$ cat config.mk
export PLATFORM = sky130hd
export DESIGN_NAME = pga_ctrl
export DESIGN_NICKNAME = d
export VERILOG_FILES = /design/src/rtl/pga_pkg.sv /design/src/rtl/pga_ctrl.sv
export SDC_FILE = /design/constraint.sdc
export NUM_CORES = 1
export LEC_CHECK = 0
export BUFFER_PORTS_ARGS = -buffer_cell sky130_fd_sc_hd__buf_2
export CAP_MARGIN = 30
export CORE_UTILIZATION = 55
export CTS_CLUSTER_DIAMETER = 30
export DETAILED_ROUTE_END_ITERATION = 16
export PLACE_DENSITY_LB_ADDON = 0.2
export SLEW_MARGIN = 5
export SYNTH_ARGS = -nofsm -noshare
export SYNTH_HDL_FRONTEND = slang
export SYNTH_SLANG_ARGS = --single-unit
$ cat constraint.sdc
create_clock -name clk -period 6.14 [get_ports clk]
set_clock_uncertainty 0.15 [all_clocks]
set_input_delay 0.614 -clock clk [delete_from_list [all_inputs] [get_ports clk]]
set_output_delay 0.614 -clock clk [all_outputs]
set_load 0.03 [all_outputs]
$ cat src/rtl/pga_pkg.sv
// ----------------------------------------------------------------------------
// pga_pkg
// Shared widths, types and helpers of the pairwise gravity accumulator.
// ----------------------------------------------------------------------------
package pga_pkg;

  localparam int NUM_BODIES = 64;
  localparam int IDX_W      = $clog2(NUM_BODIES);

  localparam int BODY_W = 6;
  localparam int POS_W  = 32;
  localparam int DIFF_W = 33;
  localparam int MASS_W = 16;
  localparam int G_W    = 32;
  localparam int FRC_W  = 48;
  localparam int DSQ_W  = 66;
  localparam int ROOT_W = 34;
  localparam int SQR_W  = 37;
  localparam int GM_W   = 48;
  localparam int N_W    = 64;
  localparam int NUM_W  = 97;
  localparam int DEN_W  = 108;
  localparam int ACC_W  = 100;
  localparam int QUO_W  = 64;
  localparam int MA_W   = 96;
  localparam int MB_W   = 34;
  localparam int CH_W   = 32;
  localparam int PRD_W  = CH_W + MB_W;
  localparam int VP_W   = FRC_W + MASS_W + 1;
  localparam int DCNT_W = $clog2(NUM_W);

  localparam logic [FRC_W-1:0] FRC_MAX = {1'b0, {(FRC_W-1){1'b1}}};
  localparam logic [FRC_W-1:0] FRC_MIN = {1'b1, {(FRC_W-1){1'b0}}};

  typedef enum logic [2:0] {
    MS_SQ  = 3'd0,
    MS_GM  = 3'd1,
    MS_N   = 3'd2,
    MS_DEN = 3'd3,
    MS_NUM = 3'd4
  } mul_sel_t;

  typedef struct packed {
    logic       ld_in;
    logic       load_wr;
    logic       mul_en;
    logic       mul_clr;
    mul_sel_t   mul_sel;
    logic [1:0] mul_k;
    logic [1:0] axis;
    logic       lat_dsq;
    logic       sqrt_en;
    logic       lat_gm;
    logic       lat_n;
    logic       lat_den;
    logic       div_start;
    logic       lat_f;
    logic       sel_b;
    logic       mrd;
    logic       mcap_a;
    logic       mcap_b;
    logic       frd;
    logic       fwr_a;
    logic       fwr_b;
    logic       fcap_a;
    logic       fcap_b;
    logic       vel_en;
    logic [2:0] vel_idx;
    logic       vel_wr;
    logic       coinc_set;
  } ctl_t;

  typedef struct packed {
    logic cmd;
    logic dsq_zero;
    logic div_done;
  } sts_t;

  function automatic logic [FRC_W-1:0] sat49(input logic [FRC_W:0] v);
    logic [FRC_W-1:0] r;
    if (v[FRC_W] != v[FRC_W-1]) begin
      r = v[FRC_W] ? FRC_MIN : FRC_MAX;
    end else begin
      r = v[FRC_W-1:0];
    end
    return r;
  endfunction

endpackage

$ cat src/rtl/pga_ctrl.sv
// ----------------------------------------------------------------------------
// pga_ctrl
// Sequencer that walks the datapath through load and pair items.
// ----------------------------------------------------------------------------
module pga_ctrl (
  input  logic           clk,
  input  logic           rst_n,
  input  logic           start,
  output logic           busy,
  output logic           out_valid,
  output pga_pkg::ctl_t  ctl,
  input  pga_pkg::sts_t  sts
);

  localparam int ST_W = 26;

  typedef enum logic [ST_W-1:0] {
    S_IDLE    = ST_W'(1) << 0,
    S_LOAD    = ST_W'(1) << 1,
    S_MA_RD   = ST_W'(1) << 2,
    S_MB_RD   = ST_W'(1) << 3,
    S_MB_CAP  = ST_W'(1) << 4,
    S_SQ      = ST_W'(1) << 5,
    S_SQ_LAT  = ST_W'(1) << 6,
    S_SQRT    = ST_W'(1) << 7,
    S_GM      = ST_W'(1) << 8,
    S_GM_LAT  = ST_W'(1) << 9,
    S_N       = ST_W'(1) << 10,
    S_N_LAT   = ST_W'(1) << 11,
    S_DEN     = ST_W'(1) << 12,
    S_DEN_LAT = ST_W'(1) << 13,
    S_NUM     = ST_W'(1) << 14,
    S_NUM_LAT = ST_W'(1) << 15,
    S_DIV     = ST_W'(1) << 16,
    S_FA_RD   = ST_W'(1) << 17,
    S_FA_WR   = ST_W'(1) << 18,
    S_FB_RD   = ST_W'(1) << 19,
    S_FB_WR   = ST_W'(1) << 20,
    S_VA_RD   = ST_W'(1) << 21,
    S_VB_RD   = ST_W'(1) << 22,
    S_VB_CAP  = ST_W'(1) << 23,
    S_VEL     = ST_W'(1) << 24,
    S_DONE    = ST_W'(1) << 25
  } state_t;

  state_t     state_r, state_nxt;
  logic [1:0] k_r, k_nxt;
  logic [1:0] axis_r, axis_nxt;
  logic [5:0] cnt_r, cnt_nxt;

  always_ff @(posedge clk) begin
    if (!rst_n) begin
      state_r <= S_IDLE;
      k_r     <= '0;
      axis_r  <= '0;
      cnt_r   <= '0;
    end else begin
      state_r <= state_nxt;
      k_r     <= k_nxt;
      axis_r  <= axis_nxt;
      cnt_r   <= cnt_nxt;
    end
  end

  always_comb begin
    state_nxt   = state_r;
    k_nxt       = k_r;
    axis_nxt    = axis_r;
    cnt_nxt     = cnt_r;
    ctl         = '0;
    ctl.mul_sel = pga_pkg::MS_SQ;
    ctl.mul_k   = k_r;
    ctl.axis    = axis_r;
    unique case (state_r)
      S_IDLE: begin
        k_nxt    = '0;
        axis_nxt = '0;
        cnt_nxt  = '0;
        if (start) begin
          ctl.ld_in = 1'b1;
          state_nxt = sts.cmd ? S_MA_RD : S_LOAD;
        end
      end
      S_LOAD: begin
        ctl.load_wr = 1'b1;
        state_nxt   = S_DONE;
      end
      S_MA_RD: begin
        ctl.mrd   = 1'b1;
        state_nxt = S_MB_RD;
      end
      S_MB_RD: begin
        ctl.mcap_a = 1'b1;
        ctl.mrd    = 1'b1;
        ctl.sel_b  = 1'b1;
        state_nxt  = S_MB_CAP;
      end
      S_MB_CAP: begin
        ctl.mcap_b = 1'b1;
        state_nxt  = S_SQ;
      end
      S_SQ: begin
        ctl.mul_en  = 1'b1;
        ctl.mul_sel = pga_pkg::MS_SQ;
        ctl.mul_clr = (k_r == 2'd0) && (axis_r == 2'd0);
        if (k_r == 2'd1) begin
          k_nxt = '0;
          if (axis_r == 2'd2) begin
            axis_nxt  = '0;
            state_nxt = S_SQ_LAT;
          end else begin
            axis_nxt = axis_r + 1'b1;
          end
        end else begin
          k_nxt = k_r + 1'b1;
        end
      end
      S_SQ_LAT: begin
        ctl.lat_dsq = 1'b1;
        cnt_nxt     = '0;
        if (sts.dsq_zero) begin
          ctl.coinc_set = 1'b1;
          state_nxt     = S_VA_RD;
        end else begin
          state_nxt = S_SQRT;
        end
      end
      S_SQRT: begin
        ctl.sqrt_en = 1'b1;
        if (cnt_r == 6'(pga_pkg::ROOT_W - 1)) begin
          cnt_nxt   = '0;
          state_nxt = S_GM;
        end else begin
          cnt_nxt = cnt_r + 1'b1;
        end
      end
      S_GM: begin
        ctl.mul_en  = 1'b1;
        ctl.mul_sel = pga_pkg::MS_GM;
        ctl.mul_clr = 1'b1;
        state_nxt   = S_GM_LAT;
      end
      S_GM_LAT: begin
        ctl.lat_gm = 1'b1;
        state_nxt  = S_N;
      end
      S_N: begin
        ctl.mul_en  = 1'b1;
        ctl.mul_sel = pga_pkg::MS_N;
        ctl.mul_clr = (k_r == 2'd0);
        if (k_r == 2'd1) begin
          k_nxt     = '0;
          state_nxt = S_N_LAT;
        end else begin
          k_nxt = k_r + 1'b1;
        end
      end
      S_N_LAT: begin
        ctl.lat_n = 1'b1;
        state_nxt = S_DEN;
      end
      S_DEN: begin
        ctl.mul_en  = 1'b1;
        ctl.mul_sel = pga_pkg::MS_DEN;
        ctl.mul_clr = (k_r == 2'd0);
        if (k_r == 2'd2) begin
          k_nxt     = '0;
          state_nxt = S_DEN_LAT;
        end else begin
          k_nxt = k_r + 1'b1;
        end
      end
      S_DEN_LAT: begin
        ctl.lat_den = 1'b1;
        state_nxt   = S_NUM;
      end
      S_NUM: begin
        ctl.mul_en  = 1'b1;
        ctl.mul_sel = pga_pkg::MS_NUM;
        ctl.mul_clr = (k_r == 2'd0);
        if (k_r == 2'd1) begin
          k_nxt     = '0;
          state_nxt = S_NUM_LAT;
        end else begin
          k_nxt = k_r + 1'b1;
        end
      end
      S_NUM_LAT: begin
        ctl.div_start = 1'b1;
        state_nxt     = S_DIV;
      end
      S_DIV: begin
        if (sts.div_done) begin
          ctl.lat_f = 1'b1;
          if (axis_r == 2'd2) begin
            axis_nxt  = '0;
            state_nxt = S_FA_RD;
          end else begin
            axis_nxt  = axis_r + 1'b1;
            state_nxt = S_NUM;
          end
        end
      end
      S_FA_RD: begin
        ctl.frd   = 1'b1;
        state_nxt = S_FA_WR;
      end
      S_FA_WR: begin
        ctl.fwr_a = 1'b1;
        state_nxt = S_FB_RD;
      end
      S_FB_RD: begin
        ctl.frd   = 1'b1;
        ctl.sel_b = 1'b1;
        state_nxt = S_FB_WR;
      end
      S_FB_WR: begin
        ctl.fwr_b = 1'b1;
        ctl.sel_b = 1'b1;
        state_nxt = S_VA_RD;
      end
      S_VA_RD: begin
        ctl.frd   = 1'b1;
        state_nxt = S_VB_RD;
      end
      S_VB_RD: begin
        ctl.fcap_a = 1'b1;
        ctl.frd    = 1'b1;
        ctl.sel_b  = 1'b1;
        state_nxt  = S_VB_CAP;
      end
      S_VB_CAP: begin
        ctl.fcap_b = 1'b1;
        cnt_nxt    = '0;
        state_nxt  = S_VEL;
      end
      S_VEL: begin
        ctl.vel_en  = (cnt_r < 6'd6);
        ctl.vel_idx = cnt_r[2:0];
        ctl.vel_wr  = (cnt_r != 6'd0);
        if (cnt_r == 6'd6) begin
          cnt_nxt   = '0;
          state_nxt = S_DONE;
        end else begin
          cnt_nxt = cnt_r + 1'b1;
        end
      end
      S_DONE: begin
        state_nxt = S_IDLE;
      end
      default: begin
        state_nxt = S_IDLE;
      end
    endcase
  end

  assign busy      = (state_r != S_IDLE);
  assign out_valid = (state_r == S_DONE);

`ifndef SYNTH
  a_strobe_single: assert property (@(posedge clk) disable iff (!rst_n)
    out_valid |=> !out_valid)
    else $error("result strobe longer than one cycle");
  a_div_wait: assert property (@(posedge clk) disable iff (!rst_n)
    sts.div_done |-> state_r == S_DIV)
    else $error("divider finished outside its wait state");
  a_accept_leaves_idle: assert property (@(posedge clk) disable iff (!rst_n)
    (start && !busy) |=> busy)
    else $error("accepted item did not start work");
  a_fwr_after_rd: assert property (@(posedge clk) disable iff (!rst_n)
    ctl.fwr_b |-> $past(state_r) == S_FB_RD)
    else $error("force write without preceding read");
`endif

endmodule

* Yosys cells after proc, flatten, opt, wreduce, memory -nomap -nowiden
Cells that the tools add are included.
Storage, ports and cells: input port bits 6, register bits 36, word-level logic and storage cells 110, memory bits (writable) 0, memories 0, bits in latches 0, output and inout port bits 35, memory bits (read-only) 0
Cells by class: equal/unequal tests 41, mux-type cells 47, magnitude comparators 1, div/mod/pow operators 0, bitwise gates (word level) 0, reductions and logical operators 14, shift-type cells 0, add/sub/neg operators 3, $mul 0
Operator list (count):
- $pmux W26 S25 | 1
- $mux W26 | 9
- $eq A26 B1 Y1 const B | 1
- $eq A26 B10 Y1 const B | 1
- $eq A26 B11 Y1 const B | 1
- $eq A26 B12 Y1 const B | 1
- $eq A26 B13 Y1 const B | 1
- $eq A26 B14 Y1 const B | 1
- $eq A26 B15 Y1 const B | 1
- $eq A26 B16 Y1 const B | 1
- $eq A26 B17 Y1 const B | 1
- $eq A26 B18 Y1 const B | 1
- $eq A26 B19 Y1 const B | 1
- $eq A26 B2 Y1 const B | 1
- $eq A26 B20 Y1 const B | 1
- $eq A26 B21 Y1 const B | 1
- $eq A26 B22 Y1 const B | 1
- $eq A26 B23 Y1 const B | 1
- $eq A26 B24 Y1 const B | 1
- $eq A26 B25 Y1 const B | 1
- $eq A26 B26 Y1 const B | 1
- $eq A26 B3 Y1 const B | 1
- $eq A26 B4 Y1 const B | 1
- $eq A26 B5 Y1 const B | 1
- other kinds (32) | 74

* Longest topological paths before layout
Gate-level depths: netlist of run 1.
depth after elaboration 4, mapped depth 9

* Worst setup path before layout of run 1
No wires, ideal clock.
kind register -> output, start point register state_r[8], end point output port ctl[29] (netlist bit), data required time 5.376 ns, setup slack 2.457 ns, path buffers 1, cell stages (with the launch flop) 8, arrival time 2.919 ns, cells stage by stage dfxtp_1 -> nor4_4 -> nand2_1 -> buf_2 -> or4_4 -> nor2_1 -> a211oi_1 -> o31ai_1
RTL lines:
- from (decl) | RTL line pga_ctrl.sv:46 | state_t state_r, state_nxt;
- from (signal assigned) | RTL line pga_ctrl.sv:58 | state_r <= state_nxt;
- to (decl) | RTL line pga_ctrl.sv:11 | output pga_pkg::ctl_t ctl,

==> reports/metrics.yaml, run 1 <==
crit_path_max_fanout: 15
cts_buffers: 5
path_clk_slew_ps: 80
start_kind: "register"
syn_nets: 329
ys_top_cells_by_area: "dfxtp_1 28%, nor4_1 5.2%, nor3_1 4.1%"
drt-total-wl_um: 7470
cts_hold_buffers: 0
syn_inst: 319
placed_area_um2: 2750
drc_errors: 0
setup_viol: 0
placedCellCount: 396
detail-route-antenna-nets: 0
finalInstanceArea_um2: 2850
cts.path.max_buffers: 2
worstPathRequired_ps: 5380
grt_pass1_wl_um: 11800
dp_hpwl_um: 5470
first_global_vias: 2365
ir_drop_v: 0.000120
drive_gt1_share_pct: 19.9
p_per_area_nw_per_um2: 214
netlist_area_um2: 2550
gp_congestion: 1.04
ys_ff_latch: 36
cts_tree: "done"
io_buffer_count: 40
viasPerCell: 6.82
hold_class: "input pin to register"
worst_pin_slew_ps: 901
utilization_pct: 64.6
clock-sinks: 36
synth_cell_types: 58
synthArstFlopShare_pct: 0
reg2reg_depth: 7
synth_ff_type: "dfxtp_1"
cts_root_buffer: "clkbuf_8"
total_power_mw: 0.611
vias: 2755
pre_cts_slack_ps: 2650
drtPass1Iterations: 7
cp-end-kind: "output port"
fin_crit_sh_pct: 64.2
synth_most_common_cell: "dfxtp_1"
die_y_um: 70.1
critPathKind: "register to output port"
p_leak_nw: 1.19
timing.hold.ws_ps: 347
holdPathStages: 2
area_growth_pct: 12.0
stdcell_count: 404
status: "finished clean"
drv_slew: 0
post-cts-setup-buffers: 0
avgSynthCellArea_um2: 7.99
wl_per_cell_um: 18.5
initial_core_util_pct: 57.7
netlist_top_cells_count: "36 x dfxtp_1, 27 x nor2_1, 22 x nand2_1"
grt_setup_unrepaired: "false"
synth_top_area_share_pct: 28.3
grt-ovfl-total: 0
pin_count: 41
finalHoldViolCount: 0
grt_max_degree: 28
setup_tns_ps: 0
grt_antenna_before_repair: 0
synth-edff-count: 0
die_w_um: 70.1
final.setup.worst_slack_ps: 2200
grt_usage_pct: 30.6
clkLatencyLatePin_ps: 300
maxCapViolCount: 0
rows: 24
slew_headroom_pct: 39.8
fin_nets: 361
drtIter0Drc: 297
htree_levels: 2
post_cts_resized: 0
core_area_um2: 4410
max_freq_mhz: 254
n_antenna_cell: 0
layout_min_cycle_time_ps: 3940
die_area_um2: 4910
ys_seq_area_share_pct: 28.3
yosys_warnings: 0
cp.arrival_ps: 3180
synth_top_area_cell: "dfxtp_1"
-- cells by family (layout without fill, tap and decap cells) --
logic type	Yosys count	in the layout	share of synthesized area (%)
fa+ha+maj	4	4	1.96
buf+inv	28	61	4.96
compound gates	59	59	17.7
simple gates	183	183	43.9
xor+xnor	8	8	2.75
mux	1	1	0.393
flops	36	36	28.3
-- final cells by class --
class	count	area, um^2
inverter	12	45.0
fill	389	1560
multi-input combinational	255	1710
sequential	36	721
tap	52	65.1
clock buffer	6	72.6
timing repair buffer	41	208
clock inverter	2	35.0
-- worst paths after layout --
| path | start | endpoint | slack [ps] |
|---|---|---|---|
| setup reg to reg | state_r[25] | cnt_r[5] | 2730 |
| hold reg to reg | axis_r[0] | axis_r[0] | 370 |
| hold / removal | sts[2] | state_r[1] | 350 |
| setup / recovery | state_r[25] | ctl[29] | 2200 |
-- critical path, cell delays in order, from the launching register on --
cell,delay (ps)
dfxtp_1,340
nor4_1,550
nand4_1,580
or4_4,610
nor2_1,260
a211oi_1,90
o31ai_1,210
buf_2,240
-- layer usage --
metal | wire [um] | part of all wire [%] | GRT usage, %
met1 | 3180 | 43 | 40.9
met4 | 149 | 2.0 | 11.1
met3 | 690 | 9.2 | 7.65
met2 | 3440 | 46 | 47.6
met5 | 0 | 0 | 0
-- flip-flops by register name (all words and copies together), names as in the netlist --
name     flops
state_r     26
k_r          2
axis_r       2
cnt_r        6
-- power breakdown --
group / switching, mW / total, mW / internal [mW]
registers: 0.00727 / 0.246 / 0.239
logic: 0.107 / 0.149 / 0.0425
clock network: 0.0953 / 0.216 / 0.121
total: 0.209 / 0.611 / 0.402
-- placed cells by master (no fill, tap or decap), drive strengths merged, types with 2 or more instances in the layout --
cell type and count:
xnor2 3, o211ai 4, xor2 5, a221oi 2
nand3b 3, or4 8, buf 41, o2111a 2
and4b 2, o31ai 4, nor2b 4, nor2 27
nor3 22, and2 8, or4b 2, and3 6
inv 11, nand2 22, o221a 3, clkbuf 6
nand2b 12, or2 2, a21oi 8, o21ai 8
or3 9, nand3 12, nand4b 3, nand4 6
o2111ai 2, ha 4, dfxtp 36, a2111oi 5
a31oi 2, a211oi 12, clkinv 2, nor4 26
nor3b 2, and4 4, nor4b 3
No activity file was read; power rests on OpenSTA's default activity.
==> inputs of run 2 (changes only) <==
==> constraint.sdc (replaced) <==
create_clock -name clk -period 3.9 [get_ports clk]
set_clock_uncertainty 0.15 [all_clocks]
set_input_delay 0.39 -clock clk [delete_from_list [all_inputs] [get_ports clk]]
set_output_delay 0.39 -clock clk [all_outputs]
set_load 0.03 [all_outputs]
==> reports/metrics.yaml, run 2 (same netlist as run 1, synthesis figures left out) <==
layout_commonest_cell: "buf_2"
cp_slowest_stage_delay_ps: 590
clock-sinks: 36
critPathKind: "register to output port"
max_freq_mhz: 285
layout_min_cycle_time_ps: 3510
worst_pin_slew_ps: 967
clkPwrFrac_pct: 30.3
dp_hpwl_um: 5590
wl_per_cell_um: 18.7
hold_class: "input pin to register"
cp.arrival_ps: 2970
placed_area_um2: 2800
ir_drop_v: 0.000231
top_regs: "state_r (26), cnt_r (6)"
power.switching_mw: 0.333
rows: 24
io_buffer_count: 40
drt-total-wl_um: 7690
htree_levels: 2
fin_nets: 368
n_antenna_cell: 0
grt_max_degree: 28
crit_family: "simple AND/OR/NAND/NOR gates"
crit_chain: "nor4_1 -> nand4_1 -> or4_4 -> nor4_1 -> buf_2"
clkLatencyLatePin_ps: 300
status: "finished clean"
setup_tns_ps: 0
gp_congestion: 1.02
drc_errors: 0
cts_tree: "done"
path_buf_inv: 1
fin_crit_sh_pct: 90.0
p_leak_nw: 1.22
path_clk_slew_ps: 80
pwr-share-comb_pct: 27.2
grt_usage_pct: 31.6
die_w_um: 70.1
cts.path.max_buffers: 2
crit_slowest_cell: "or4_4"
p_seq_share_pct: 42.5
first_global_vias: 2546
cp-end-kind: "output port"
layout_common_cells: "40 x buf_2, 36 x dfxtp_1, 27 x nor2_1"
finalInstanceArea_um2: 2890
maxCapViolCount: 0
core_area_um2: 4410
largest_reg_flops: 26
die_area_um2: 4910
detail-route-antenna-nets: 0
grt_antenna_before_repair: 0
cpMostUsedCell: "nor4_1"
swShare_pct: 36.6
vias: 2788
start_kind: "register"
cts_root_buffer: "clkbuf_8"
area_growth_pct: 13.3
crit_path_max_fanout: 11
post-cts-setup-buffers: 0
grt_pass1_wl_um: 12300
grt-ovfl-total: 0
setup_viol: 0
drv_slew: 0
drtIter0Drc: 350
cts_hold_buffers: 0
finalHoldViolCount: 0
cts_buffers: 5
post_cts_resized: 0
pin_count: 41
worstPathRequired_ps: 3360
viasPerCell: 6.78
die_y_um: 70.1
drive_gt1_share_pct: 21.7
p_per_area_nw_per_um2: 315
grt_setup_unrepaired: "false"
drtPass1Iterations: 5
p_int_mw: 0.577
initial_core_util_pct: 57.7
slew_headroom_pct: 35.0
top_register: "state_r"
[run 2: changes by cell type in the layout (fill, tap and decap cells not counted)]
cell	change
bufinv_16	-1
clkbuf_1	-1
clkinv_4	+1
buf_4	+7
clkinv_2	+1
[run 2: worst reg2reg max path, stage by stage (launching register included)]
cell      delay (ps)
dfxtp_1          610
nor2_1           190
nand4_1          320
nor4_1           120
nor4_2           860
buf_4            340
inv_1            150
o2111a_1         290
[run 2: power groups by stage]
stage | sequential, mW | combinational (mW) | clock, mW
global placement | 0.393 | 0.238 | 0
CTS | 0.386 | 0.239 | 0.275
detailed placement | 0.395 | 0.238 | 0
finish | 0.387 | 0.248 | 0.275
floorplan | 0.392 | 0.172 | 0
global route | 0.388 | 0.263 | 0.294
[run 2: area by class of cell]
cell class / instances / area (um^2)
sequential: 36 / 721
fill: 406 / 1530
multi-input combinational: 255 / 1710
inverter: 12 / 45.0
tap: 52 / 65.1
timing repair buffer: 48 / 260
clock buffer: 5 / 68.8
clock inverter: 3 / 18.8
[run 2: routing by layer]
layer | wire length, um | global-route usage [%]
met1 | 3300 | 41.9
met2 | 3380 | 47.4
met3 | 782 | 9.09
met4 | 239 | 14.2
met5 | 0 | 0
[run 2: metrics by stage]
| step | std cells | util [%] | power, mW | hold WS, ps | setup WS, ps |
|---|---|---|---|---|---|
| after global placement | 403 | 63.4 | 0.631 | 346 | 809 |
| after global routing | 411 | 65.4 | 0.945 | 100 | 171 |
| final | 411 | 65.4 | 0.910 | 116 | 391 |
| after floorplan | 319 | - | 0.564 | 319 | 441 |
| after detailed placement | 403 | 63.4 | 0.633 | 358 | 819 |
| after CTS | 411 | 65.4 | 0.900 | 107 | 471 |
[run 2: final timing paths]
kind,from,endpoint,slack (ps),depth (start not counted)
worst max-delay path,state_r[24],ctl[16],390,5
worst min-delay path,sts[2],state_r[1],120,2
worst max register to register,state_r[5],state_r[15],760,7
worst min register to register,axis_r[1],axis_r[1],370,2
